### config.mk
export PLATFORM = sky130hd
export DESIGN_NAME = csv_field_tokenizer_unit
export DESIGN_NICKNAME = d
export VERILOG_FILES = /design/src/rtl/csvt_pkg.sv /design/src/rtl/csv_field_tokenizer_unit.sv /design/src/rtl/csvt_ram.sv /design/src/rtl/csvt_ctrl.sv /design/src/rtl/csvt_dpath.sv
export SDC_FILE = /design/constraint.sdc
export NUM_CORES = 1
export LEC_CHECK = 0
export CAP_MARGIN = 5
export CORE_ASPECT_RATIO = 1.4
export CORE_MARGIN = 2
export CORE_UTILIZATION = 40
export CTS_CLUSTER_DIAMETER = 100
export DETAILED_ROUTE_END_ITERATION = 10
export DONT_BUFFER_PORTS = 1
export GPL_TIMING_DRIVEN = 0
export PLACE_DENSITY = 0.61
export SYNTH_ARGS = -nofsm -noshare
export SYNTH_HDL_FRONTEND = slang
export SYNTH_SLANG_ARGS = --single-unit
export TNS_END_PERCENT = 20
### constraint.sdc
create_clock -name clk -period 9.32 [get_ports clk]
set_input_delay 0.466 -clock clk [delete_from_list [all_inputs] [get_ports clk]]
set_output_delay 0.466 -clock clk [all_outputs]
set_load 0.01 [all_outputs]
### src/rtl/csvt_pkg.sv
`timescale 1ns / 1ps

package csvt_pkg;

  localparam int SPACE_DEPTH_DEF = 32;

  localparam logic [7:0] QUOTE_CH = 8'h22;
  localparam logic [7:0] LF_CH    = 8'h0A;
  localparam logic [7:0] CR_CH    = 8'h0D;

  localparam logic [20:0] RAW_SAT = 21'h1F_FFFF;

  localparam int CFG_INDEX_W = 3;
  localparam int CFG_DATA_W  = 26;

  localparam logic [CFG_INDEX_W-1:0] REG_DELIMITER      = 3'd0;
  localparam logic [CFG_INDEX_W-1:0] REG_MAX_FIELD      = 3'd1;
  localparam logic [CFG_INDEX_W-1:0] REG_MAX_FIELDS_ROW = 3'd2;
  localparam logic [CFG_INDEX_W-1:0] REG_MAX_ROWS       = 3'd3;
  localparam logic [CFG_INDEX_W-1:0] REG_MAX_INPUT      = 3'd4;

  localparam logic [7:0]  DELIMITER_RST      = 8'd44;
  localparam logic [20:0] MAX_FIELD_RST      = 21'(1024 * 1024);
  localparam logic [12:0] MAX_FIELDS_ROW_RST = 13'd512;
  localparam logic [19:0] MAX_ROWS_RST       = 20'd100000;
  localparam logic [25:0] MAX_INPUT_RST      = 26'(25 * 1024 * 1024);

  typedef enum logic [2:0] {
    KIND_BYTE      = 3'd0,
    KIND_FIELD_END = 3'd1,
    KIND_ROW_END   = 3'd2,
    KIND_ERROR     = 3'd3,
    KIND_DONE      = 3'd4
  } kind_t;

  typedef enum logic [2:0] {
    ERR_INPUT_LONG = 3'd0,
    ERR_FIELD_LONG = 3'd1,
    ERR_FIELDS     = 3'd2,
    ERR_ROWS       = 3'd3,
    ERR_QUOTE      = 3'd4,
    ERR_SPACE      = 3'd5
  } err_t;

  typedef struct packed {
    logic [7:0] in_byte;
    logic       end_of_text;
  } in_item_t;

  typedef struct packed {
    kind_t      kind;
    logic [7:0] out_byte;
    err_t       error_code;
    logic       last_of_run;
  } out_item_t;

  typedef struct packed {
    logic accept;
    logic rd_first;
    logic flush_load;
    logic emit_load;
    logic wr_late;
  } ctrl_cmd_t;

  typedef struct packed {
    logic step_results;
    logic step_flush;
    logic slot_free;
    logic flush_last;
    logic emit_last;
  } dp_status_t;

endpackage

### src/rtl/csv_field_tokenizer_unit.sv
`timescale 1ns / 1ps

// Streaming CSV tokenizer: takes one text byte per request and returns the unescaped,
// trimmed field bytes followed by field-end and row-end markers, a done marker after
// the byte flagged end_of_text, or a single error result after which the block ignores
// input until reset (the consumer should drop what it got of that stream). Each result
// carries last_of_run on the final result of its input byte. A byte that yields no
// result, or one result, leaves the input open, so plain text streams at one byte per
// cycle while out_stall is low; a byte with more results sends them in turn through
// the single output register. When a non-space byte ends a run of buffered trailing
// spaces, they are replayed from the space buffer RAM at one byte per cycle while
// out_stall is low, after a registered read of entry zero. Write configuration
// registers only while the block is idle; no clearing pass is needed after reset.
module csv_field_tokenizer_unit #(
  parameter int SPACE_DEPTH = csvt_pkg::SPACE_DEPTH_DEF
) (
  input  logic                             clk,
  input  logic                             rst_n,
  input  logic                             in_valid,
  output logic                             in_stall,
  input  csvt_pkg::in_item_t               in_data,
  output logic                             out_valid,
  input  logic                             out_stall,
  output csvt_pkg::out_item_t              out_data,
  input  logic                             cfg_we,
  input  logic [csvt_pkg::CFG_INDEX_W-1:0] cfg_index,
  input  logic [csvt_pkg::CFG_DATA_W-1:0]  cfg_data
);

  csvt_pkg::ctrl_cmd_t  cmd;
  csvt_pkg::dp_status_t status;

  csvt_ctrl u_ctrl (
    .clk      (clk),
    .rst_n    (rst_n),
    .in_valid (in_valid),
    .in_stall (in_stall),
    .status   (status),
    .cmd      (cmd)
  );

  csvt_dpath #(
    .SPACE_DEPTH (SPACE_DEPTH)
  ) u_dpath (
    .clk       (clk),
    .rst_n     (rst_n),
    .cfg_we    (cfg_we),
    .cfg_index (cfg_index),
    .cfg_data  (cfg_data),
    .in_data   (in_data),
    .cmd       (cmd),
    .status    (status),
    .out_valid (out_valid),
    .out_data  (out_data),
    .out_stall (out_stall)
  );

endmodule

### src/rtl/csvt_ram.sv
`timescale 1ns / 1ps

module csvt_ram #(
  parameter int WIDTH = 8,
  parameter int DEPTH = 32
) (
  input  logic                     clk,
  input  logic                     we,
  input  logic [$clog2(DEPTH)-1:0] waddr,
  input  logic [WIDTH-1:0]         wdata,
  input  logic [$clog2(DEPTH)-1:0] raddr,
  output logic [WIDTH-1:0]         rdata
);

  logic [WIDTH-1:0] mem [DEPTH];

  always_ff @(posedge clk) begin
    if (we) begin
      mem[waddr] <= wdata;
    end
    rdata <= mem[raddr];
  end

endmodule

### src/rtl/csvt_ctrl.sv
`timescale 1ns / 1ps

module csvt_ctrl (
  input  logic                   clk,
  input  logic                   rst_n,
  input  logic                   in_valid,
  output logic                   in_stall,
  input  csvt_pkg::dp_status_t   status,
  output csvt_pkg::ctrl_cmd_t    cmd
);

  typedef enum logic [1:0] {
    S_IDLE,
    S_PRE,
    S_FLUSH,
    S_EMIT
  } state_t;

  state_t state_r, state_nxt;

  always_comb begin
    cmd       = '0;
    in_stall  = 1'b1;
    state_nxt = state_r;
    unique case (state_r)
      S_IDLE: begin
        in_stall   = 1'b0;
        cmd.accept = in_valid;
      end
      S_PRE: begin
        // read of entry zero in flight
        cmd.rd_first = 1'b1;
        state_nxt    = S_FLUSH;
      end
      S_FLUSH: begin
        if (status.slot_free) begin
          cmd.flush_load = 1'b1;
          if (status.flush_last) begin
            cmd.wr_late = 1'b1;
            state_nxt   = S_EMIT;
          end
        end
      end
      S_EMIT: begin
        if (status.slot_free) begin
          cmd.emit_load = 1'b1;
          // last result goes out: take the next request in the same cycle
          if (status.emit_last) begin
            in_stall   = 1'b0;
            cmd.accept = in_valid;
            state_nxt  = S_IDLE;
          end
        end
      end
      default: state_nxt = S_IDLE;
    endcase
    if (cmd.accept && status.step_results) begin
      state_nxt = status.step_flush ? S_PRE : S_EMIT;
    end
  end

  always_ff @(posedge clk) begin
    if (!rst_n) begin
      state_r <= S_IDLE;
    end else begin
      state_r <= state_nxt;
    end
  end

endmodule

### src/rtl/csvt_dpath.sv
`timescale 1ns / 1ps

module csvt_dpath #(
  parameter int SPACE_DEPTH = csvt_pkg::SPACE_DEPTH_DEF
) (
  input  logic                                clk,
  input  logic                                rst_n,
  input  logic                                cfg_we,
  input  logic [csvt_pkg::CFG_INDEX_W-1:0]    cfg_index,
  input  logic [csvt_pkg::CFG_DATA_W-1:0]     cfg_data,
  input  csvt_pkg::in_item_t                  in_data,
  input  csvt_pkg::ctrl_cmd_t                 cmd,
  output csvt_pkg::dp_status_t                status,
  output logic                                out_valid,
  output csvt_pkg::out_item_t                 out_data,
  input  logic                                out_stall
);

  localparam int AW  = $clog2(SPACE_DEPTH);
  localparam int SCW = $clog2(SPACE_DEPTH + 1);

  typedef enum logic [1:0] {
    MARK_NONE,
    MARK_FIELD,
    MARK_ROW
  } mark_t;

  typedef struct packed {
    logic             err;
    csvt_pkg::err_t   code;
    logic [20:0]      raw;
    logic             has;
    logic [SCW-1:0]   sc;
    logic             put;
    logic [SCW-1:0]   flush;
    logic             wr;
    logic [AW-1:0]    wa;
  } cont_t;

  typedef struct packed {
    logic             err;
    csvt_pkg::err_t   code;
    logic             kept;
    logic [19:0]      rows;
  } close_t;

  // configuration
  logic [7:0]  delim_r;
  logic [20:0] max_field_r;
  logic [12:0] max_fpr_r;
  logic [19:0] max_rows_r;
  logic [25:0] max_in_r;

  // tokenizer state
  logic           inq_r, qp_r, has_r, halted_r;
  logic [SCW-1:0] sc_r;
  logic [20:0]    raw_r;
  logic [12:0]    fields_r;
  logic [19:0]    rows_r;
  logic [25:0]    bytes_r;

  // results still owed for the current request
  logic           err_r, q_r, b_r, done_r, wr_pend_r;
  mark_t          mark_r;
  csvt_pkg::err_t code_r;
  logic [7:0]     byte_r;
  logic [SCW-1:0] flush_n_r;
  logic [AW-1:0]  idx_r;
  logic [AW-1:0]  wr_addr_r;
  logic [7:0]     wr_data_r;

  logic                out_valid_r;
  csvt_pkg::out_item_t out_r;

  // step outcome
  logic           s_err, s_q, s_b, s_done, s_wr;
  csvt_pkg::err_t s_code;
  mark_t          s_mark;
  logic [SCW-1:0] s_flush;
  logic [AW-1:0]  s_wa;
  logic           n_inq, n_qp, n_has;
  logic [SCW-1:0] n_sc;
  logic [20:0]    n_raw;
  logic [12:0]    n_fields;
  logic [19:0]    n_rows;
  logic [25:0]    n_bytes;

  logic [7:0] b;
  logic       eot;

  logic          ram_we;
  logic [AW-1:0] ram_waddr, ram_raddr;
  logic [7:0]    ram_wdata, ram_rdata;

  csvt_pkg::out_item_t emit_item;
  logic                emit_rest;

  assign b   = in_data.in_byte;
  assign eot = in_data.end_of_text;

  function automatic logic is_ws(input logic [7:0] c);
    return (c == 8'h20) || (c >= 8'h09 && c <= 8'h0D);
  endfunction

  function automatic cont_t content(input logic [7:0] c, input logic [20:0] raw,
                                    input logic has, input logic [SCW-1:0] sc,
                                    input logic [20:0] maxf);
    cont_t r;
    r      = '0;
    r.code = csvt_pkg::ERR_FIELD_LONG;
    r.has  = has;
    r.sc   = sc;
    r.raw  = (raw < csvt_pkg::RAW_SAT) ? raw + 21'd1 : raw;
    if (r.raw > maxf) begin
      r.err = 1'b1;
    end else if (is_ws(c)) begin
      // leading space is dropped, trailing space waits in the buffer
      if (has) begin
        if (sc >= SCW'(SPACE_DEPTH)) begin
          r.err  = 1'b1;
          r.code = csvt_pkg::ERR_SPACE;
        end else begin
          r.wr = 1'b1;
          r.wa = sc[AW-1:0];
          r.sc = sc + SCW'(1);
        end
      end
    end else begin
      r.put   = 1'b1;
      r.flush = sc;
      r.sc    = '0;
      r.has   = 1'b1;
    end
    return r;
  endfunction

  function automatic close_t close_row(input logic [12:0] fields, input logic has,
                                       input logic [19:0] rows, input logic [12:0] maxfpr,
                                       input logic [19:0] maxrows);
    close_t r;
    r      = '0;
    r.code = csvt_pkg::ERR_FIELDS;
    r.rows = rows;
    if ({1'b0, fields} + 14'd1 > {1'b0, maxfpr}) begin
      r.err = 1'b1;
    end else if (fields != 13'd0 || has) begin
      if (rows >= maxrows) begin
        r.err  = 1'b1;
        r.code = csvt_pkg::ERR_ROWS;
      end else begin
        r.kept = 1'b1;
        r.rows = rows + 20'd1;
      end
    end
    return r;
  endfunction

  always_comb begin
    cont_t       c;
    close_t      k;
    logic        unq;
    logic [26:0] nb;
    c        = '0;
    k        = '0;
    unq      = 1'b0;
    nb       = {1'b0, bytes_r} + 27'd1;
    s_err    = 1'b0;
    s_code   = csvt_pkg::ERR_INPUT_LONG;
    s_q      = 1'b0;
    s_b      = 1'b0;
    s_done   = 1'b0;
    s_mark   = MARK_NONE;
    s_flush  = '0;
    s_wr     = 1'b0;
    s_wa     = '0;
    n_inq    = inq_r;
    n_qp     = qp_r;
    n_has    = has_r;
    n_sc     = sc_r;
    n_raw    = raw_r;
    n_fields = fields_r;
    n_rows   = rows_r;
    n_bytes  = bytes_r;

    if (nb > {1'b0, max_in_r}) begin
      s_err = 1'b1;
    end else begin
      n_bytes = nb[25:0];
      if (qp_r) begin
        n_qp = 1'b0;
        if (b == csvt_pkg::QUOTE_CH) begin
          // doubled quote: one literal quote
          c = content(csvt_pkg::QUOTE_CH, raw_r, has_r, sc_r, max_field_r);
          if (c.err) begin
            s_err  = 1'b1;
            s_code = c.code;
          end else begin
            n_raw   = c.raw;
            n_has   = c.has;
            n_sc    = c.sc;
            s_q     = 1'b1;
            s_flush = c.flush;
          end
        end else if (b == delim_r || b == csvt_pkg::CR_CH || b == csvt_pkg::LF_CH) begin
          n_inq = 1'b0;
          unq   = 1'b1;
        end else begin
          // stray quote: keep it and the byte after it
          c = content(csvt_pkg::QUOTE_CH, raw_r, has_r, sc_r, max_field_r);
          if (c.err) begin
            s_err  = 1'b1;
            s_code = c.code;
          end else begin
            s_q     = 1'b1;
            s_flush = c.flush;
            c = content(b, c.raw, c.has, c.sc, max_field_r);
            if (c.err) begin
              s_err  = 1'b1;
              s_code = c.code;
            end else begin
              n_raw = c.raw;
              n_has = c.has;
              n_sc  = c.sc;
              s_b   = c.put;
              s_wr  = c.wr;
              s_wa  = c.wa;
            end
          end
        end
      end else if (inq_r) begin
        if (b == csvt_pkg::QUOTE_CH) begin
          if (eot) begin
            n_inq = 1'b0;
          end else begin
            n_qp = 1'b1;
          end
        end else begin
          c = content(b, raw_r, has_r, sc_r, max_field_r);
          if (c.err) begin
            s_err  = 1'b1;
            s_code = c.code;
          end else begin
            n_raw   = c.raw;
            n_has   = c.has;
            n_sc    = c.sc;
            s_b     = c.put;
            s_flush = c.flush;
            s_wr    = c.wr;
            s_wa    = c.wa;
          end
        end
      end else begin
        unq = 1'b1;
      end

      if (unq) begin
        if (b == csvt_pkg::QUOTE_CH) begin
          n_inq = 1'b1;
        end else if (b == delim_r) begin
          if ({1'b0, fields_r} + 14'd1 > {1'b0, max_fpr_r}) begin
            s_err  = 1'b1;
            s_code = csvt_pkg::ERR_FIELDS;
          end else begin
            n_fields = fields_r + 13'd1;
            n_has    = 1'b0;
            n_sc     = '0;
            n_raw    = '0;
            s_mark   = MARK_FIELD;
          end
        end else if (b == csvt_pkg::LF_CH) begin
          k = close_row(fields_r, has_r, rows_r, max_fpr_r, max_rows_r);
          if (k.err) begin
            s_err  = 1'b1;
            s_code = k.code;
          end else begin
            n_rows   = k.rows;
            n_fields = '0;
            n_has    = 1'b0;
            n_sc     = '0;
            n_raw    = '0;
            s_mark   = k.kept ? MARK_ROW : MARK_NONE;
          end
        end else if (b != csvt_pkg::CR_CH) begin
          c = content(b, raw_r, has_r, sc_r, max_field_r);
          if (c.err) begin
            s_err  = 1'b1;
            s_code = c.code;
          end else begin
            n_raw   = c.raw;
            n_has   = c.has;
            n_sc    = c.sc;
            s_b     = c.put;
            s_flush = c.flush;
            s_wr    = c.wr;
            s_wa    = c.wa;
          end
        end
      end

      if (!s_err && eot) begin
        if (n_inq) begin
          s_err  = 1'b1;
          s_code = csvt_pkg::ERR_QUOTE;
        end else begin
          k = close_row(n_fields, n_has, n_rows, max_fpr_r, max_rows_r);
          if (k.err) begin
            s_err  = 1'b1;
            s_code = k.code;
          end else begin
            n_rows   = k.rows;
            n_fields = '0;
            n_has    = 1'b0;
            n_sc     = '0;
            n_raw    = '0;
            s_done   = 1'b1;
          end
        end
      end
    end
  end

  // pick the next owed result: error, quote, byte, marker, done
  always_comb begin
    emit_item            = '0;
    emit_item.kind       = csvt_pkg::KIND_DONE;
    emit_item.error_code = csvt_pkg::ERR_INPUT_LONG;
    emit_rest            = 1'b0;
    if (err_r) begin
      emit_item.kind       = csvt_pkg::KIND_ERROR;
      emit_item.error_code = code_r;
    end else if (q_r) begin
      emit_item.kind     = csvt_pkg::KIND_BYTE;
      emit_item.out_byte = csvt_pkg::QUOTE_CH;
      emit_rest          = b_r || (mark_r != MARK_NONE) || done_r;
    end else if (b_r) begin
      emit_item.kind     = csvt_pkg::KIND_BYTE;
      emit_item.out_byte = byte_r;
      emit_rest          = (mark_r != MARK_NONE) || done_r;
    end else if (mark_r != MARK_NONE) begin
      emit_item.kind = (mark_r == MARK_FIELD) ? csvt_pkg::KIND_FIELD_END :
                                                csvt_pkg::KIND_ROW_END;
      emit_rest      = done_r;
    end
    emit_item.last_of_run = !emit_rest;
  end

  assign status.step_results = !halted_r && (s_err || s_q || s_b || s_done ||
                                             (s_mark != MARK_NONE));
  assign status.step_flush   = !halted_r && !s_err && (s_flush != '0);
  assign status.slot_free    = !out_valid_r || !out_stall;
  assign status.flush_last   = (SCW'(idx_r) + SCW'(1)) == flush_n_r;
  assign status.emit_last    = !emit_rest;

  // a buffered space behind a flush is written with the flush's last load, after entry zero is read
  assign ram_we    = (cmd.accept && !halted_r && !s_err && s_wr && (s_flush == '0)) ||
                     (cmd.wr_late && wr_pend_r);
  assign ram_waddr = cmd.wr_late ? wr_addr_r : s_wa;
  assign ram_wdata = cmd.wr_late ? wr_data_r : b;
  assign ram_raddr = cmd.rd_first   ? '0 :
                     cmd.flush_load ? idx_r + AW'(1) : idx_r;

  csvt_ram #(
    .WIDTH (8),
    .DEPTH (SPACE_DEPTH)
  ) u_space_ram (
    .clk   (clk),
    .we    (ram_we),
    .waddr (ram_waddr),
    .wdata (ram_wdata),
    .raddr (ram_raddr),
    .rdata (ram_rdata)
  );

  always_ff @(posedge clk) begin
    if (!rst_n) begin
      delim_r     <= csvt_pkg::DELIMITER_RST;
      max_field_r <= csvt_pkg::MAX_FIELD_RST;
      max_fpr_r   <= csvt_pkg::MAX_FIELDS_ROW_RST;
      max_rows_r  <= csvt_pkg::MAX_ROWS_RST;
      max_in_r    <= csvt_pkg::MAX_INPUT_RST;
    end else if (cfg_we) begin
      unique case (cfg_index)
        csvt_pkg::REG_DELIMITER:      delim_r     <= cfg_data[7:0];
        csvt_pkg::REG_MAX_FIELD:      max_field_r <= cfg_data[20:0];
        csvt_pkg::REG_MAX_FIELDS_ROW: max_fpr_r   <= cfg_data[12:0];
        csvt_pkg::REG_MAX_ROWS:       max_rows_r  <= cfg_data[19:0];
        csvt_pkg::REG_MAX_INPUT:      max_in_r    <= cfg_data[25:0];
        default: ;
      endcase
    end
  end

  always_ff @(posedge clk) begin
    if (!rst_n) begin
      inq_r    <= 1'b0;
      qp_r     <= 1'b0;
      has_r    <= 1'b0;
      halted_r <= 1'b0;
      sc_r     <= '0;
      raw_r    <= '0;
      fields_r <= '0;
      rows_r   <= '0;
      bytes_r  <= '0;
    end else if (cmd.accept && !halted_r) begin
      inq_r    <= n_inq;
      qp_r     <= n_qp;
      has_r    <= n_has;
      halted_r <= s_err || eot;
      sc_r     <= n_sc;
      raw_r    <= n_raw;
      fields_r <= n_fields;
      rows_r   <= n_rows;
      bytes_r  <= n_bytes;
    end
  end

  always_ff @(posedge clk) begin
    if (!rst_n) begin
      err_r     <= 1'b0;
      q_r       <= 1'b0;
      b_r       <= 1'b0;
      done_r    <= 1'b0;
      mark_r    <= MARK_NONE;
      wr_pend_r <= 1'b0;
    end else begin
      if (cmd.accept) begin
        if (halted_r) begin
          err_r     <= 1'b0;
          q_r       <= 1'b0;
          b_r       <= 1'b0;
          done_r    <= 1'b0;
          mark_r    <= MARK_NONE;
          wr_pend_r <= 1'b0;
        end else begin
          // an error discards every other result of the request
          err_r     <= s_err;
          q_r       <= !s_err && s_q;
          b_r       <= !s_err && s_b;
          done_r    <= !s_err && s_done;
          mark_r    <= s_err ? MARK_NONE : s_mark;
          wr_pend_r <= !s_err && s_wr && (s_flush != '0);
        end
      end else begin
        if (cmd.emit_load) begin
          if (err_r) begin
            err_r <= 1'b0;
          end else if (q_r) begin
            q_r <= 1'b0;
          end else if (b_r) begin
            b_r <= 1'b0;
          end else if (mark_r != MARK_NONE) begin
            mark_r <= MARK_NONE;
          end else begin
            done_r <= 1'b0;
          end
        end
        if (cmd.wr_late) begin
          wr_pend_r <= 1'b0;
        end
      end
    end
  end

  always_ff @(posedge clk) begin
    if (cmd.accept) begin
      code_r    <= s_code;
      byte_r    <= b;
      flush_n_r <= s_flush;
      wr_addr_r <= s_wa;
      wr_data_r <= b;
    end
    if (cmd.rd_first) begin
      idx_r <= '0;
    end else if (cmd.flush_load) begin
      idx_r <= idx_r + AW'(1);
    end
  end

  always_ff @(posedge clk) begin
    if (!rst_n) begin
      out_valid_r <= 1'b0;
    end else if (cmd.flush_load || cmd.emit_load) begin
      out_valid_r <= 1'b1;
    end else if (!out_stall) begin
      out_valid_r <= 1'b0;
    end
  end

  always_ff @(posedge clk) begin
    if (cmd.flush_load) begin
      out_r.kind        <= csvt_pkg::KIND_BYTE;
      out_r.out_byte    <= ram_rdata;
      out_r.error_code  <= csvt_pkg::ERR_INPUT_LONG;
      out_r.last_of_run <= 1'b0;
    end else if (cmd.emit_load) begin
      out_r <= emit_item;
    end
  end

  assign out_valid = out_valid_r;
  assign out_data  = out_r;

endmodule

==> results of run 1 <==
## flip-flops by register name, indices dropped and copies added (netlist names), 13 cells and up
name,flops
u_dpath.u_space_ram.mem,256
u_dpath.bytes_r,26
u_dpath.max_in_r,26
u_dpath.max_field_r,21
u_dpath.raw_r,21
u_dpath.max_rows_r,20
u_dpath.rows_r,20
u_dpath.out_data,15
u_dpath.fields_r,13
u_dpath.max_fpr_r,13
## path summary, 6_finish.rpt
check | start | end | cells past startpoint
max | u_dpath.raw_r[5] | u_dpath.u_space_ram.mem[10][2] | 23
min | cfg_data[13] | u_dpath.max_field_r[13] | 2
max reg2reg | u_dpath.raw_r[5] | u_dpath.u_space_ram.mem[10][2] | 23
min reg2reg | u_dpath.max_in_r[8] | u_dpath.max_in_r[8] | 2
## area by class of cell
cell class              count  share of cell area
multi-input cells        2246               0.466
flip-flops and latches    494               0.395
clock buffers              64              0.0413
well taps                 944              0.0366
plain buffers             174              0.0213
inverters                 145              0.0168
repair buffers             41              0.0122
clock inverters            29              0.0108
diodes                      2            0.000155
## worst max-delay path, cell delays in order (launching register included)
cell and delay, ns:
dfxtp_1 0.32, clkbuf_1 0.35, nand4_1 0.50, or4_1 0.67, a31oi_1 0.43, xor2_1 0.26, and2_1 0.26, and2_0 0.28
a2111oi_1 0.90, xnor2_1 0.19, ha_1 0.35, nand4_1 0.12, nor3_1 0.30, nand2_1 0.09, o221a_2 0.32, o21ai_0 0.47
a311oi_1 0.25, o21ai_0 0.29, and3_1 0.34, a21oi_1 0.20, o31ai_4 0.42, a41oi_2 0.27, buf_2 0.38, nor3_4 0.52
## stage by stage
| step | hold WS [ns] | TNS [ns] | setup slack [ns] |
|---|---|---|---|
| finish | 0.0670 | 0 | 0.466 |
| global route | 0.0641 | 0 | 0.0949 |
| CTS | 0.0453 | -0.144 | -0.0230 |
| detailed placement | 0.447 | -139.16 | -0.749 |
| global placement | 0.441 | -147.33 | -0.940 |
| floorplan | 0.436 | 0 | 1.66 |
## cell usage after synthesis (15+ instances only)
| library cell | count |
|---|---|
| a2111oi_0 | 17 |
| a211oi_1 | 54 |
| a21o_1 | 44 |
| a21oi_1 | 210 |
| a22o_1 | 15 |
| a311oi_1 | 22 |
| a31oi_1 | 40 |
| and2_1 | 63 |
| and3_1 | 44 |
| buf_2 | 17 |
| clkbuf_1 | 147 |
| dfxtp_1 | 208 |
| edfxtp_1 | 286 |
| ha_1 | 155 |
| inv_1 | 143 |
| mux2_2 | 20 |
| mux2i_1 | 48 |
| mux4_2 | 24 |
| nand2_1 | 474 |
| nand3_1 | 109 |
| nand4_1 | 61 |
| nor2_1 | 165 |
| nor3_1 | 86 |
| nor4_1 | 26 |
| o211ai_1 | 35 |
| o21ai_0 | 93 |
| o31ai_1 | 30 |
| or3_1 | 21 |
| or4_1 | 15 |
| xnor2_1 | 71 |
| xor2_1 | 73 |
## power by group
part	internal, mW	switching [mW]
registers	2.44	0.0781
logic	0.649	1.30
clock network	1.19	0.897
## metal layers
metal | GRT usage | wire [µm]
met5 | 0 | 13
met1 | 0.267 | 34400
met4 | 0.153 | 6270
met2 | 0.449 | 47200
met3 | 0.0396 | 5290
## cells in the final DEF, fill, tap and decap left out, types with 22 or more instances in the layout
master	n
a311oi_1	22
o21ai_0	93
nor3_1	61
a21o_1	44
dfxtp_1	208
a21oi_1	210
nand4_1	61
xor2_1	73
a31oi_1	40
and2_1	63
o211ai_1	35
edfxtp_1	286
ha_1	155
mux4_2	24
inv_1	143
dlygate4sd3_1	34
nand3_1	108
nor3_4	25
a211oi_1	54
and3_1	44
nand2_1	473
clkbuf_16	50
nor2_1	162
mux2i_1	48
o31ai_1	30
xnor2_1	70
clkbuf_1	154
## timing repair
item / CTS / global route
pin swaps: 0 / 2
hold endpoints to repair: 95 / 0
gates resized for setup: 38 / 39
hold buffers: 34 / 0
setup endpoints to repair: 239 / 256
## logic make-up after synthesis
family	after synthesis
DFF	494
and+or+nand+nor	1160
buffers and inverters	319
AOI/OAI and AO/OA	695
xor gates and xnor gates	144
adders and majority gates	155
muxes	92
==> summary.txt, run 1 <==
CTS
  – Max clock buf depth: 3
  – Clk_lat worst skew: 0.63 ns
  – Max H-tree Level: 2
  – CTS Sinks: 494
  – Postcts setup bufs: 0
  – TritonCTS buffer count: 50
  – CTS root buf: clkbuf_16
  – Clock slew at reported path FFs: ~0.06 ns
  – CTS tree: built

GRT
  – Total gr overflow: 0
  – Pin count of the biggest net entering global routing: 33
  – First-pass GRT wire length: 140,000 µm
  – Initial antenna violation count: 4
  – Gr usage total: 0.247
  – Vias in the first global route: 23,611

Layout
  – Finished Cell Area: between 30,000 and 40,000 µm²
  – Layout cells sized above 1: 0.0758
  – FILL cells: around 7,000
  – Post-layout util: 0.454
  – Fin cells: 4,139
  – Reg area: 12,800 µm²
  – Area of the multi-input gates: 15,100 µm²
  – Area growth, synth to finish: 12.8%
  – Final nets: 3,350

Drt
  – Post-DRT Antenna Nets: 0
  – Drt total wl: 93,200 µm
  – DR vias: 23,940
  – Initial DRC Count: around 1,900
  – DR WL/cell: 22.5 µm
  – Vias/cell: 5.78
  – DRC viols: 0
  – Initial DRT Pass Iterations: 6

Synth
  – Complex-gate fraction of the synthesized area: 0.161
  – Gate Count Post-Synth: 3,059
  – Post-Synth Adder-Cell Area: 0.0677
  – Post-synthesis sequential area ratio: 0.445
  – Top cells by area, synth: edfxtp_1 (30%), dfxtp_1 (15%), ha_1 (6.8%), nand2_1 (6.2%), a21oi_1 (3.7%)
  – Syn avg cell area: 9.36 µm²
  – Yosys warning count: 0
  – #FFs+latches synth: between 400 and 500
  – Netlist cell types: 99
  – Area share of xor/xnor cells in the synthesized design: 0.0440
  – Syn Std Cell Area: between 20,000 and 30,000 µm²
  – Simple-Gate Fraction of Synth Area: 0.195
  – Yosys top cell area share: 0.300
  – Post-synth EDFFs: 286
  – Largest family of logic cells by synthesized area: simple AND/OR/NAND/NOR gates
  – Area leader, netlist: edfxtp_1
  – FFs w/ async S/R, synth: 0
  – Post-Syn Nets: between 3,000 and 4,000
  – Mux contribution to synthesized area: 0.0435
  – Top FF cell, synth: edfxtp_1

Timing
  – Period utilization: 0.950
  – Max Slew Vio Count: 0
  – Min Tclk post-route: 8.85 ns
  – Worst-Margin Slew: 1.25 ns
  – Slew margin rel.: 0.168
  – RSZ-0062 raised after global routing: false
  – Final Hold Vio Count: 0
  – Worst Clk Skew: 0.0430 ns
  – Count of final setup violators: 0
  – Max Freq: 0.113 GHz

Run status
  – Status: finished clean

Placement
  – Placed cells: 4,009
  – Routability cong.: between 1 and 1.5
  – Dpl hpwl: just under 70,000 µm
  – I/O Buffers: 0
  – DP Area: 29,900 µm²

Critical path
  – CP Class: flip-flop to flip-flop
  – Crit path max fanout: 10
  – R2R setup slack: 0.47 ns
  – Startpoint types: flip-flop
  – WP data arrival: 9.09 ns
  – Critical path data required time: 9.56 ns
  – Nature of the critical path endpoint: flip-flop

Power and ir drop
  – VDD IR max: 0.000144 V
  – Pwr Total: 6.55 mW
  – PD cells: 203 nW/µm²
  – P_leak: 11.7 nW

Floorplanning
  – Core footprint: 71,100 µm²
  – Cell row count: 116
  – Die area: 73,800 µm²
  – Top Ports: 60
  – Initial Util: 0.403
  – Die Ht: 321 µm
  – Die W: 230 µm

Min path
  – HP Class: input port to flip-flop

Job
  – Maxcap violations: 0
No activity file was read; power rests on OpenSTA's default activity.
==> run 2: changes to the inputs <==
Settings changed: RECOVER_POWER from default to 100.
==> run 2 against run 1 <==
Compared with the run above: non-clock buffer count unchanged; final area is essentially flat; total power hardly changed; via count up 0.19%; final cell count is essentially flat; combinational power is essentially flat; sequential cell count did not move; sequential power is essentially flat; core utilization is essentially flat; die area stayed put; critical endpoint is now u_dpath.u_space_ram.mem[21][7].
==> summary.txt, run 2 (synthesis results as in run 1) <==
Placement
  – Routability cong.: 1.01 (unchanged)
  – DP Area: 29,900 µm² (unchanged)
  – Placed cells: 4,009 (unchanged)
  – Dpl ws: -0.749 ns (unchanged)
  – I/O Buffers: 0 (unchanged)
  – Dpl hpwl: 69,600 µm (unchanged)

Floorplanning
  – Die Ht: 321 µm (unchanged)
  – Core footprint: 71,100 µm² (unchanged)
  – Top Ports: 60 (unchanged)
  – Initial Util: 0.403 (unchanged)
  – Cell row count: 116 (unchanged)
  – Die area: 73,800 µm² (unchanged)
  – Die W: 230 µm (unchanged)

Layout
  – Final nets: 3,350 (unchanged)
  – Top Registers: u_dpath.u_space_ram.mem x256, u_dpath.bytes_r x26, u_dpath.max_in_r x26
  – Post-layout util: 0.454 (about the same)
  – Layout cells sized above 1: 0.0705 (-0.00532)
  – Biggest register: u_dpath.u_space_ram.mem
  – Finished Cell Area: 32,300 µm² (about the same)
  – Area growth, synth to finish: 12.7% (about the same)
  – Max reg flops: 256 (unchanged)
  – Commonest non-fill, non-tap cell in the layout: nand2_1
  – Fin cells: 4,141 (+0.048%)
  – Commonest non-fill, non-tap cells in the layout: nand2_1 (473), edfxtp_1 (286), a21oi_1 (210)

Power and ir drop
  – VDD IR max: 0.000144 V (+0.62%)
  – PD cells: 203 nW/µm² (about the same)
  – P_leak: 11.7 nW (about the same)
  – Pwr Total: 6.55 mW (about the same)

GRT
  – Pin count of the biggest net entering global routing: 33 (unchanged)
  – Grt peak-use layer: met2
  – Grt met2 use: 0.449 (unchanged)
  – Met3 Use GR: 0.0396 (unchanged)
  – Grt met1 use: 0.267 (unchanged)
  – Total gr overflow: 0 (unchanged)
  – First-pass GRT wire length: 140,000 µm (unchanged)
  – Vias in the first global route: 23,611 (unchanged)
  – Gr usage total: 0.247 (unchanged)
  – Initial antenna violation count: 4 (unchanged)

Drt
  – DRC viols: 0 (unchanged)
  – DR vias: 23,986 (+0.19%)
  – Drt total wl: 93,400 µm (+0.20%)
  – DR WL/cell: 22.6 µm (+0.15%)
  – Post-DRT Antenna Nets: 0 (unchanged)
  – Vias/cell: 5.79 (+0.14%)
  – Initial DRC Count: 1,899 (-1.4%)
  – Initial DRT Pass Iterations: 6 (unchanged)

Timing
  – Max Freq: 0.112 GHz (-1.2%)
  – Worst-Margin Slew: 1.34 ns (+0.0888 ns)
  – Final hold slack: 0.0702 ns (+0.00322 ns)
  – Setup ws final: 0.360 ns (-0.106 ns)
  – Worst Clk Skew: 0.0429 ns (-0.0000830 ns)
  – Count of final setup violators: 0 (unchanged)
  – Min Tclk post-route: 8.96 ns (+0.106 ns)
  – Max Slew Vio Count: 0 (unchanged)
  – RSZ-0062 raised after global routing: false
  – Setup tns final: 0 ns (unchanged)
  – Period utilization: 0.961 (+0.0114)
  – Final Hold Vio Count: 0 (unchanged)
  – Slew margin rel.: 0.108 (-0.0592)

CTS
  – TritonCTS buffer count: 50 (unchanged)
  – CTS Sinks: 494 (unchanged)
  – Max clock buf depth: 3 (unchanged)
  – CTS tree: built
  – Clock slew at reported path FFs: 0.06 ns (about the same)
  – Clk_lat worst skew: 0.63 ns (about the same)
  – Max H-tree Level: 2 (unchanged)
  – CTS root buf: clkbuf_16
  – Postcts setup bufs: 0 (unchanged)

Job
  – Maxcap violations: 0 (unchanged)

Critical path
  – R2r worst-path depth: 23 (unchanged)
  – Start point of the critical path: u_dpath.raw_r[5]
  – Critical path data required time: 9.56 ns (about the same)
  – FF-to-FF End: u_dpath.u_space_ram.mem[21][7]
  – Startpoint types: flip-flop
  – CP endpoint: u_dpath.u_space_ram.mem[21][7]
  – RR Startpoint: u_dpath.raw_r[5]
  – WP data arrival: 9.20 ns (+0.11 ns)
  – Nature of the critical path endpoint: flip-flop
  – CP Class: flip-flop to flip-flop
  – R2R setup slack: 0.36 ns (-0.11 ns)
  – Crit path max fanout: 10 (unchanged)

Run status
  – Status: finished clean

Min path
  – HP Class: input port to flip-flop
run 2: changes by cell type in the layout (fill, tap and decap cells not counted), sizes merged:
| cell | change |
|---|---|
| buf | -11 |
| clkbuf | +11 |
| diode | +2 |
run 2: per-layer routing:
metal  wire [µm]  part of all wire  up-vias
met5          13           0.00014        -
met4        6370             0.068        2
met3        5630             0.060      308
met2       47200              0.51      931
met1       34200              0.37    11299
li1            -                 -    11446
run 2: final cells by class:
type / count / area [µm²]
Timing Repair Buffer: 41 / 384
Sequential cell: 494 / 12800
Buffer: 174 / 687
Fill cell: 6996 / 38800
Clock buffer: 64 / 1340
Multi-Input combinational cell: 2246 / 15000
Inverter: 145 / 544
Tap cell: 944 / 1180
Clock inverter: 29 / 349
Antenna cell: 4 / 10.0
run 2: worst max-delay path, cell delays in order (launching register included):
cell and delay (ns):
dfxtp_1 0.32, clkbuf_1 0.34, nand4_1 0.51, or4_1 0.68, a31oi_1 0.43, xor2_1 0.26, and2_0 0.28, and2_0 0.30
a2111oi_1 0.91, xnor2_1 0.19, ha_1 0.34, nand2_1 0.07, o21ai_0 0.13, a221oi_1 0.35, o221a_2 0.32, o21ai_0 0.23
nand2b_1 0.39, nor2_2 0.57, nand4_1 0.16, a21boi_0 0.40, mux2_2 0.28, clkbuf_2 0.43, nand2_1 0.26, nor3_4 0.44
run 2: worst min path at each step:
stage                                 start                 endpoint  slack (ns)  depth (start not counted)
detailed placement      u_dpath.max_in_r[5]      u_dpath.max_in_r[5]        0.45                          2
global route                   cfg_data[13]  u_dpath.max_field_r[13]        0.06                          2
CTS                            cfg_data[13]  u_dpath.max_field_r[13]        0.05                          2
floorplan           u_dpath.max_field_r[10]  u_dpath.max_field_r[10]        0.44                          2
global placement     u_dpath.max_rows_r[11]   u_dpath.max_rows_r[11]        0.44                          2
finish                         cfg_data[13]  u_dpath.max_field_r[13]        0.07                          2
run 2: what timing repair did:
action                                  4_1_cts  5_1_grt
gates resized for setup                      38       39
endpoints found under the setup margin      239      256
hold buffers                                 34        0
pin swaps                                     0        2
hold endpoints to repair                     95        0
cloned                                        0        0
run 2: power by group:
part	total, mW	leakage [nW]	switching [mW]	internal (mW)
clock	2.09	0.829	0.898	1.19
sequential	2.52	4.27	0.0785	2.44
combinational	1.94	6.59	1.29	0.646
